==> src/design/pst_pkg.sv <==
// Package for the path selector tokenizer: sizes, character codes, result kinds
// and the state encodings. No dependencies.
`default_nettype none
package pst_pkg;

    localparam int SEG_LEN = 32;
    localparam int ADDR_W  = $clog2(SEG_LEN);
    localparam int LEN_W   = $clog2(SEG_LEN + 1);

    localparam logic [7:0] CH_NUL   = 8'h00;
    localparam logic [7:0] CH_DOT   = 8'h2E;
    localparam logic [7:0] CH_LBR   = 8'h5B;
    localparam logic [7:0] CH_RBR   = 8'h5D;
    localparam logic [7:0] CH_DQ    = 8'h22;
    localparam logic [7:0] CH_SQ    = 8'h27;
    localparam logic [7:0] CH_MINUS = 8'h2D;
    localparam logic [7:0] CH_SPACE = 8'h20;
    localparam logic [7:0] CH_ZERO  = 8'h30;
    localparam logic [7:0] CH_NINE  = 8'h39;
    localparam logic [7:0] CH_TAB   = 8'h09;
    localparam logic [7:0] CH_CR    = 8'h0D;

    localparam logic [1:0] KIND_KEY   = 2'd0;
    localparam logic [1:0] KIND_INDEX = 2'd1;
    localparam logic [1:0] KIND_END   = 2'd2;

    typedef enum logic [2:0] {
        MODE_IDLE    = 3'b001,
        MODE_DOT     = 3'b010,
        MODE_BRACKET = 3'b100
    } mode_t;

    typedef enum logic [4:0] {
        ST_IN  = 5'b00001,
        ST_RD  = 5'b00010,
        ST_KEY = 5'b00100,
        ST_IDX = 5'b01000,
        ST_END = 5'b10000
    } state_t;

endpackage
`default_nettype wire

==> src/design/path_selector_tokenizer_unit.sv <==
// Path selector tokenizer top level: segment buffer memory, incremental trim and
// index tracking, and the result sequencer. Depends on pst_pkg.
// A character that only extends a segment or changes mode does not hold the input.
// A character that closes a segment holds the input for the results it causes:
// an index result or end marker is loaded into the output register, and each key
// character needs a segment-memory read and then the load of the output register.
// The output register lets the last result wait while the next characters are taken.
`default_nettype none
module path_selector_tokenizer_unit (
    input  wire         aclk,
    input  wire         aresetn,
    input  wire         s_tvalid,
    output logic        s_tready,
    input  wire  [7:0]  s_tdata,   // [7:0] ch
    output logic        m_tvalid,
    input  wire         m_tready,
    output logic [47:0] m_tdata,   // [7:0] key_char, [39:8] index_value, [40] truncated
    output logic [1:0]  m_tuser,   // [1:0] kind
    output logic        m_tlast
);

    localparam int LW = pst_pkg::LEN_W;
    localparam int AW = pst_pkg::ADDR_W;

    // segment buffer
    logic [7:0] seg_mem [pst_pkg::SEG_LEN];
    logic [7:0] rdata_reg;
    logic       mem_we;

    pst_pkg::state_t state_reg, state_next;
    pst_pkg::mode_t  mode_reg, mode_next;

    logic [LW-1:0] len_reg, len_next;
    logic          ovf_reg, ovf_next;
    logic          has_ns_reg, has_ns_next;
    logic          pend_sp_reg, pend_sp_next;
    logic          all_ok_reg, all_ok_next;
    logic          act_reg, act_next;
    logic          neg_reg, neg_next;
    logic [31:0]   val_reg, val_next;
    logic [LW-1:0] b_reg, b_next;
    logic [LW-1:0] e_reg, e_next;
    logic [7:0]    first_reg, first_next;
    logic [7:0]    lastc_reg, lastc_next;

    logic [LW-1:0] ptr_reg, ptr_next;
    logic [LW-1:0] stop_reg, stop_next;
    logic          endp_reg, endp_next;
    logic          trunc_reg, trunc_next;
    logic [31:0]   idx_reg, idx_next;

    logic          ov_reg, ov_next;
    logic [1:0]    okind_reg, okind_next;
    logic [7:0]    okey_reg, okey_next;
    logic [31:0]   oidx_reg, oidx_next;
    logic          otr_reg, otr_next;
    logic          olast_reg, olast_next;

    logic [7:0]    c;
    logic          fire, out_free;
    logic          flush_dot, flush_br, do_append, do_start;
    logic          is_sp, is_dig, quoted;
    logic [LW-1:0] key_b, key_e, ptr_inc;
    logic          emit_keys, emit_idx;

    assign c        = s_tdata;
    assign s_tready = (state_reg == pst_pkg::ST_IN);
    assign fire     = s_tvalid && s_tready;
    assign out_free = !ov_reg || m_tready;

    assign m_tvalid = ov_reg;
    assign m_tuser  = okind_reg;
    assign m_tlast  = olast_reg;
    assign m_tdata  = {7'd0, otr_reg, oidx_reg, okey_reg};

    assign is_sp  = (c == pst_pkg::CH_SPACE) || (c >= pst_pkg::CH_TAB && c <= pst_pkg::CH_CR);
    assign is_dig = (c >= pst_pkg::CH_ZERO) && (c <= pst_pkg::CH_NINE);

    assign flush_dot = (mode_reg == pst_pkg::MODE_DOT) &&
                       (c == pst_pkg::CH_DOT || c == pst_pkg::CH_LBR || c == pst_pkg::CH_NUL);
    assign flush_br  = (mode_reg == pst_pkg::MODE_BRACKET) && (c == pst_pkg::CH_RBR);
    assign do_append = ((mode_reg == pst_pkg::MODE_DOT) && !flush_dot) ||
                       ((mode_reg == pst_pkg::MODE_BRACKET) &&
                        c != pst_pkg::CH_RBR && c != pst_pkg::CH_NUL);
    assign do_start  = flush_dot || flush_br || (c == pst_pkg::CH_NUL) ||
                       ((mode_reg == pst_pkg::MODE_IDLE) &&
                        (c == pst_pkg::CH_DOT || c == pst_pkg::CH_LBR));

    assign quoted = (first_reg == lastc_reg) &&
                    (first_reg == pst_pkg::CH_DQ || first_reg == pst_pkg::CH_SQ);
    assign key_b  = (flush_br && quoted) ? b_reg + LW'(1) : b_reg;
    assign key_e  = (flush_br && quoted) ? e_reg - LW'(1) : e_reg;
    assign emit_idx  = flush_br && has_ns_reg && all_ok_reg;
    assign emit_keys = has_ns_reg && (flush_dot || (flush_br && !all_ok_reg)) &&
                       (key_b < key_e);
    assign ptr_inc   = ptr_reg + LW'(1);

    assign mem_we = fire && do_append && (len_reg < LW'(pst_pkg::SEG_LEN));

    always_ff @(posedge aclk) begin
        if (mem_we) begin
            seg_mem[len_reg[AW-1:0]] <= c;
        end
        if (state_reg == pst_pkg::ST_RD) begin
            rdata_reg <= seg_mem[ptr_reg[AW-1:0]];
        end
    end

    always_comb begin
        state_next   = state_reg;
        mode_next    = mode_reg;
        len_next     = len_reg;
        ovf_next     = ovf_reg;
        has_ns_next  = has_ns_reg;
        pend_sp_next = pend_sp_reg;
        all_ok_next  = all_ok_reg;
        act_next     = act_reg;
        neg_next     = neg_reg;
        val_next     = val_reg;
        b_next       = b_reg;
        e_next       = e_reg;
        first_next   = first_reg;
        lastc_next   = lastc_reg;
        ptr_next     = ptr_reg;
        stop_next    = stop_reg;
        endp_next    = endp_reg;
        trunc_next   = trunc_reg;
        idx_next     = idx_reg;
        ov_next      = ov_reg && !m_tready;
        okind_next   = okind_reg;
        okey_next    = okey_reg;
        oidx_next    = oidx_reg;
        otr_next     = otr_reg;
        olast_next   = olast_reg;

        case (state_reg)
            pst_pkg::ST_IN: begin
                if (fire) begin
                    if (do_append) begin
                        if (len_reg < LW'(pst_pkg::SEG_LEN)) begin
                            len_next = len_reg + LW'(1);
                            if (!is_sp) begin
                                if (!has_ns_reg) begin
                                    has_ns_next = 1'b1;
                                    b_next      = len_reg;
                                    first_next  = c;
                                    neg_next    = (c == pst_pkg::CH_MINUS);
                                    act_next    = (c == pst_pkg::CH_MINUS) || is_dig;
                                    val_next    = is_dig ? {28'd0, c[3:0]} : 32'd0;
                                end else if (pend_sp_reg) begin
                                    act_next = 1'b0;
                                end else if (act_reg) begin
                                    if (is_dig) begin
                                        val_next = (val_reg << 3) + (val_reg << 1) +
                                                   {28'd0, c[3:0]};
                                    end else begin
                                        act_next = 1'b0;
                                    end
                                end
                                all_ok_next  = all_ok_reg && (is_dig || c == pst_pkg::CH_MINUS)
                                               && !(has_ns_reg && pend_sp_reg);
                                e_next       = len_reg + LW'(1);
                                lastc_next   = c;
                                pend_sp_next = 1'b0;
                            end else if (has_ns_reg) begin
                                pend_sp_next = 1'b1;
                            end
                        end else begin
                            ovf_next = 1'b1;
                        end
                    end
                    if (do_start) begin
                        ptr_next   = key_b;
                        stop_next  = key_e;
                        endp_next  = (c == pst_pkg::CH_NUL);
                        trunc_next = ovf_reg;
                        idx_next   = neg_reg ? 32'd0 - val_reg : val_reg;
                        if (emit_keys) begin
                            state_next = pst_pkg::ST_RD;
                        end else if (emit_idx) begin
                            state_next = pst_pkg::ST_IDX;
                        end else if (c == pst_pkg::CH_NUL) begin
                            state_next = pst_pkg::ST_END;
                        end
                        len_next     = '0;
                        ovf_next     = 1'b0;
                        has_ns_next  = 1'b0;
                        pend_sp_next = 1'b0;
                        all_ok_next  = 1'b1;
                        act_next     = 1'b0;
                        neg_next     = 1'b0;
                        val_next     = 32'd0;
                        if (c == pst_pkg::CH_NUL || flush_br) begin
                            mode_next = pst_pkg::MODE_IDLE;
                        end else if (c == pst_pkg::CH_DOT) begin
                            mode_next = pst_pkg::MODE_DOT;
                        end else begin
                            mode_next = pst_pkg::MODE_BRACKET;
                        end
                    end
                end
            end
            pst_pkg::ST_RD: begin
                state_next = pst_pkg::ST_KEY;
            end
            pst_pkg::ST_KEY: begin
                if (out_free) begin
                    ov_next    = 1'b1;
                    okind_next = pst_pkg::KIND_KEY;
                    okey_next  = rdata_reg;
                    oidx_next  = 32'd0;
                    otr_next   = trunc_reg;
                    olast_next = (ptr_inc == stop_reg) && !endp_reg;
                    ptr_next   = ptr_inc;
                    if (ptr_inc != stop_reg) begin
                        state_next = pst_pkg::ST_RD;
                    end else if (endp_reg) begin
                        state_next = pst_pkg::ST_END;
                    end else begin
                        state_next = pst_pkg::ST_IN;
                    end
                end
            end
            pst_pkg::ST_IDX: begin
                if (out_free) begin
                    ov_next    = 1'b1;
                    okind_next = pst_pkg::KIND_INDEX;
                    okey_next  = 8'd0;
                    oidx_next  = idx_reg;
                    otr_next   = trunc_reg;
                    olast_next = !endp_reg;
                    state_next = endp_reg ? pst_pkg::ST_END : pst_pkg::ST_IN;
                end
            end
            pst_pkg::ST_END: begin
                if (out_free) begin
                    ov_next    = 1'b1;
                    okind_next = pst_pkg::KIND_END;
                    okey_next  = 8'd0;
                    oidx_next  = 32'd0;
                    otr_next   = 1'b0;
                    olast_next = 1'b1;
                    state_next = pst_pkg::ST_IN;
                end
            end
            default: begin
                state_next = pst_pkg::ST_IN;
            end
        endcase
    end

    always_ff @(posedge aclk) begin
        if (!aresetn) begin
            state_reg   <= pst_pkg::ST_IN;
            mode_reg    <= pst_pkg::MODE_IDLE;
            len_reg     <= '0;
            ovf_reg     <= 1'b0;
            has_ns_reg  <= 1'b0;
            pend_sp_reg <= 1'b0;
            all_ok_reg  <= 1'b1;
            act_reg     <= 1'b0;
            neg_reg     <= 1'b0;
            val_reg     <= 32'd0;
            ov_reg      <= 1'b0;
        end else begin
            state_reg   <= state_next;
            mode_reg    <= mode_next;
            len_reg     <= len_next;
            ovf_reg     <= ovf_next;
            has_ns_reg  <= has_ns_next;
            pend_sp_reg <= pend_sp_next;
            all_ok_reg  <= all_ok_next;
            act_reg     <= act_next;
            neg_reg     <= neg_next;
            val_reg     <= val_next;
            ov_reg      <= ov_next;
        end
    end

    always_ff @(posedge aclk) begin
        b_reg     <= b_next;
        e_reg     <= e_next;
        first_reg <= first_next;
        lastc_reg <= lastc_next;
        ptr_reg   <= ptr_next;
        stop_reg  <= stop_next;
        endp_reg  <= endp_next;
        trunc_reg <= trunc_next;
        idx_reg   <= idx_next;
        okind_reg <= okind_next;
        okey_reg  <= okey_next;
        oidx_reg  <= oidx_next;
        otr_reg   <= otr_next;
        olast_reg <= olast_next;
    end

    a_len_bound: assert property (@(posedge aclk) disable iff (!aresetn)
        len_reg <= LW'(pst_pkg::SEG_LEN))
        else $error("segment length past buffer size");

    a_ovf_full: assert property (@(posedge aclk) disable iff (!aresetn)
        ovf_reg |-> len_reg == LW'(pst_pkg::SEG_LEN))
        else $error("overflow flagged with room left");

    a_nul_clears: assert property (@(posedge aclk) disable iff (!aresetn)
        fire && c == pst_pkg::CH_NUL |=> len_reg == '0 && mode_reg == pst_pkg::MODE_IDLE)
        else $error("selector end did not clear the segment");

    a_read_range: assert property (@(posedge aclk) disable iff (!aresetn)
        state_reg == pst_pkg::ST_RD |-> ptr_reg < stop_reg && ptr_reg < LW'(pst_pkg::SEG_LEN))
        else $error("key read outside the kept segment");

    a_end_last: assert property (@(posedge aclk) disable iff (!aresetn)
        ov_reg && okind_reg == pst_pkg::KIND_END |-> olast_reg && !otr_reg)
        else $error("end marker without last");

endmodule
`default_nettype wire

==> config.mk <==
export PLATFORM = sky130hd
export DESIGN_NAME = path_selector_tokenizer_unit
export DESIGN_NICKNAME = d
export VERILOG_FILES = /design/src/design/pst_pkg.sv /design/src/design/path_selector_tokenizer_unit.sv
export SDC_FILE = /design/constraint.sdc
export NUM_CORES = 1
export LEC_CHECK = 0
export BUFFER_PORTS_ARGS = -buffer_cell sky130_fd_sc_hd__clkbuf_2
export CAP_MARGIN = 20
export CORE_UTILIZATION = 59
export CTS_BUF_LIST = sky130_fd_sc_hd__clkbuf_16
export CTS_CLUSTER_SIZE = 25
export DETAILED_ROUTE_END_ITERATION = 12
export HOLD_SLACK_MARGIN = 0.06
export PLACE_DENSITY = 0.81
export SLEW_MARGIN = 40
export SYNTH_ARGS = -nofsm -noshare
export SYNTH_HDL_FRONTEND = slang
export SYNTH_SLANG_ARGS = --single-unit
==> constraint.sdc <==
create_clock -name aclk -period 9 [get_ports aclk]
set_clock_uncertainty 0.1 [all_clocks]
set_input_delay 0.45 -clock aclk [delete_from_list [all_inputs] [get_ports aclk]]
set_output_delay 0.45 -clock aclk [all_outputs]
set_load 0.01 [all_outputs]
==> results.json <==
{
  "wl_um": 45030,
  "grt_max_degree": 51,
  "worstPathArrival_ns": 5.02,
  "finalNetCount": 1496,
  "seqPwrFrac_pct": 53.4,
  "startpoint_type": "flip-flop",
  "cp_common_cell": "or3_1",
  "cts_setup_buffers": 0,
  "peakVddDrop_uv": 155.0,
  "path_max_fanout": 8,
  "htreeDepth": 2,
  "nFillCells": 2176,
  "largest_register_ffs": 256,
  "p_per_area_nw_per_um2": 184.8,
  "critPathMaxStageDelay_ns": 0.71,
  "yosysSeqAreaShare_pct": 63.36,
  "reg2reg_depth": 15,
  "cts-root-buf": "clkbuf_16",
  "yosys.area.top_type_share_pct": 58.00,
  "synthAdderAreaFrac_pct": 4.694,
  "synth-edff-count": 382,
  "drv_slew": 0,
  "period_share_pct": 51.58,
  "crit_chain": "or3b_1, or4_4, nor4_2, nand2_1, or3_1, xor2_1, ha_1, nor2b_1, o21ai_0, nand4b_1, a221oi_4, or3_1, nand2_2, or3_1, a21boi_1",
  "intPower_mw": 3.291,
  "synth_xor_area_share_pct": 3.454,
  "gp_congestion": 0.9115,
  "synthArstFlopShare_pct": 0,
  "hold_end": "m_tvalid",
  "end_kind": "flip-flop",
  "sw_frac_of_total_pct": 19.58,
  "drt-pass1-iter-count": 5,
  "cts_tree": "done",
  "area_delta_synth_final_pct": 11.97,
  "crit-reg2reg-launch": "mode_reg[2]",
  "boundaryPins": 65,
  "max_clock_freq_mhz": 215.4,
  "synth-main-ff-cell": "edfxtp_1",
  "viasPerCell": 6.244,
  "busiest_layer": "met2",
  "antenna_found_initial": 3,
  "clock_latency_ns": 0.55,
  "grt_pass1_vias": 11830,
  "die_w_um": 185.1,
  "synth_compound_area_share_pct": 6.832,
  "critPathRequiredTime_ns": 9.37,
  "cp_top_family": "simple AND/OR/NAND/NOR gates",
  "die_y_um": 185.1,
  "synth.avg_cell_area_sq_um": 14.73,
  "synth_top_family_by_area": "multiplexers",
  "use_met3_pct": 4.974,
  "floorplan.die_area_sq_um": 34260,
  "drc_errors": 0,
  "synth_cells": 1343,
  "maxSlewHeadroom_pct": 40.98,
  "clkTransAtPathRegs_ns": 0.06,
  "cp_num_buf_inv": 0,
  "whs_path_depth": 3,
  "rsz0062_at_grt": "false",
  "critPathKind": "flip-flop to flip-flop",
  "cts_hold_buffers": 0,
  "clockPowerShare_pct": 45.5,
  "grt-ovfl-total": 0,
  "crit_path_top_delay_cell": "nor4_2",
  "maxCapViolations": 0,
  "ys_top_cells_by_area": "edfxtp_1, mux4_2, dfxtp_1, ha_1, xnor2_1",
  "min_from": "m_tready",
  "vias": 11800,
  "cts_buffers": 44,
  "rows": 66,
  "grtUsageMet1_pct": 35.01,
  "min_period_ns": 4.642,
  "power_frac_comb_pct": 1.1,
  "synthDistinctLibCells": 74,
  "final_common_cell": "edfxtp_1",
  "reg2reg_slack_ns": 4.36,
  "hold_viol_final": 0,
  "netlist_area_sq_um": 19780,
  "yosys_warnings": 0,
  "track_usage_pct": 27.13,
  "power.leakage_nw": 7.555,
  "dpl.hpwl_um": 27840,
  "hold_class": "primary input to flip-flop",
  "synthSimpleGateAreaFrac_pct": 9.743,
  "rr_endpoint": "state_reg[3]",
  "ys_ff_latch": 435,
  "setup-tns-final_ns": 0,
  "setup_viol": 0,
  "mostFrequentLayoutCells": "edfxtp_1, nand2_1, mux4_2",
  "layout-drive-gt1-share_pct": 19.42,
  "wl_per_cell_um": 23.83,
  "portBuffers": 57,
  "ctsLongestPathBuffers": 3,
  "grtUsageMet2_pct": 45.70,
  "synthMuxAreaShare_pct": 10.07,
  "core-area_sq_um": 32780,
  "yosysTopAreaCell": "edfxtp_1",
  "tightestPinTransition_ns": 0.8844,
  "grt_pass1_wl_um": 68500,
  "place_inst": 1806,
  "final_cells": 1890,
  "initial_utilization_pct": 60.33,
  "drtIter0Drc": 1062,
  "switching_power_mw": 0.8015,
  "ant_nets": 0,
  "cts_resized": 0,
  "clock-sinks": 435,
  "status": "finished clean"
}
-- worst max path at each step --
stage | startpoint | slack, ns | depth (start not counted) | to
2_1_floorplan | s_tdata[2] | 4.81 | 15 | state_reg[3]
3_3_place_gp | s_tdata[6] | 4.04 | 16 | state_reg[3]
3_5_place_dp | s_tdata[6] | 3.86 | 16 | state_reg[3]
4_1_cts | mode_reg[0] | 4.35 | 15 | state_reg[3]
5_1_grt | mode_reg[2] | 4.01 | 16 | state_reg[3]
6_report | mode_reg[2] | 4.36 | 15 | state_reg[3]
-- cells in the mapped netlist, types with 4 or more instances --
master	instances
edfxtp_1	382
nand2_1	91
mux4_2	80
ha_1	71
nor2_1	71
o21ai_0	60
xnor2_1	57
dfxtp_1	53
and2_1	51
clkbuf_1	49
a21oi_1	47
inv_1	25
nor2b_1	24
xor2_1	21
nand3_1	20
nor3_1	17
nand2b_1	15
a22oi_1	14
o31ai_1	14
nand3b_1	12
or4_1	12
mux2_2	11
a21boi_0	10
a21o_1	9
buf_4	8
or3_1	8
a211oi_1	6
o21a_1	6
o41ai_1	6
mux2i_1	5
nor3b_1	5
nor4_1	5
o211ai_1	5
and4_1	4
nand4_1	4
o22ai_1	4
or2_2	4
-- cell type report --
cell class / count / area [sq um] / area share (%)
clock buffers: 44 / 1101 / 4.972
inverters: 27 / 101.3 / 0.4577
clock inverters: 38 / 380.4 / 1.718
well taps: 442 / 553.0 / 2.497
flip-flops and latches: 435 / 12530 / 56.59
repair buffers: 77 / 461.7 / 2.085
multi-input cells: 826 / 7013 / 31.67
diodes: 1 / 2.502 / 0.01130
-- logic make-up after synthesis --
| group | Yosys count |
|---|---|
| buffers and inverters | 88 |
| multiplexers | 97 |
| adder cells (fa/ha/maj) | 73 |
| other | 1 |
| XOR/XNOR | 78 |
| AO/OA/AOI/OAI | 208 |
| flip-flops | 435 |
| AND/OR/NAND/NOR | 363 |
-- per-stage QoR --
| stage | hold WS (ns) | area (sq um) | util [%] | power [mW] | worst slack [ns] |
|---|---|---|---|---|---|
| after floorplan | 0.3087 | 19800 | - | 2.245 | 4.806 |
| after global placement | 0.3274 | 20510 | 62.56 | 2.269 | 4.036 |
| after detailed placement | 0.3267 | 20620 | 62.88 | 2.272 | 3.863 |
| after CTS | 0.2535 | 22100 | 67.40 | 4.111 | 4.347 |
| after global routing | 0.2943 | 22140 | 67.54 | 4.190 | 4.014 |
| final | 0.2824 | 22150 | 67.55 | 4.093 | 4.358 |
-- worst register-to-register path: cells and delay by family (launching register included) --
kind	cells	cell delay (ns)
AND/OR/NAND/NOR	10	3.06
flip-flops	1	0.36
AO/OA/AOI/OAI	3	0.59
adder cells (fa/ha/maj)	1	0.30
XOR/XNOR	1	0.16
-- power by group through the flow --
stage | sequential [mW] | combinational [mW] | clock (mW)
finish | 2.18 | 0.0455 | 1.86
global route | 2.18 | 0.0492 | 1.96
CTS | 2.18 | 0.0450 | 1.88
detailed placement | 2.23 | 0.0444 | 0
global placement | 2.23 | 0.0413 | 0
floorplan | 2.23 | 0.0177 | 0
-- routing by layer --
metal | share of wire [%] | vias to the layer above
li1 | - | 5304
met1 | 40 | 5891
met2 | 50 | 506
met3 | 6.8 | 97
met4 | 3.5 | 4
met5 | 0.069 | -
No activity file was read; power rests on OpenSTA's default activity.
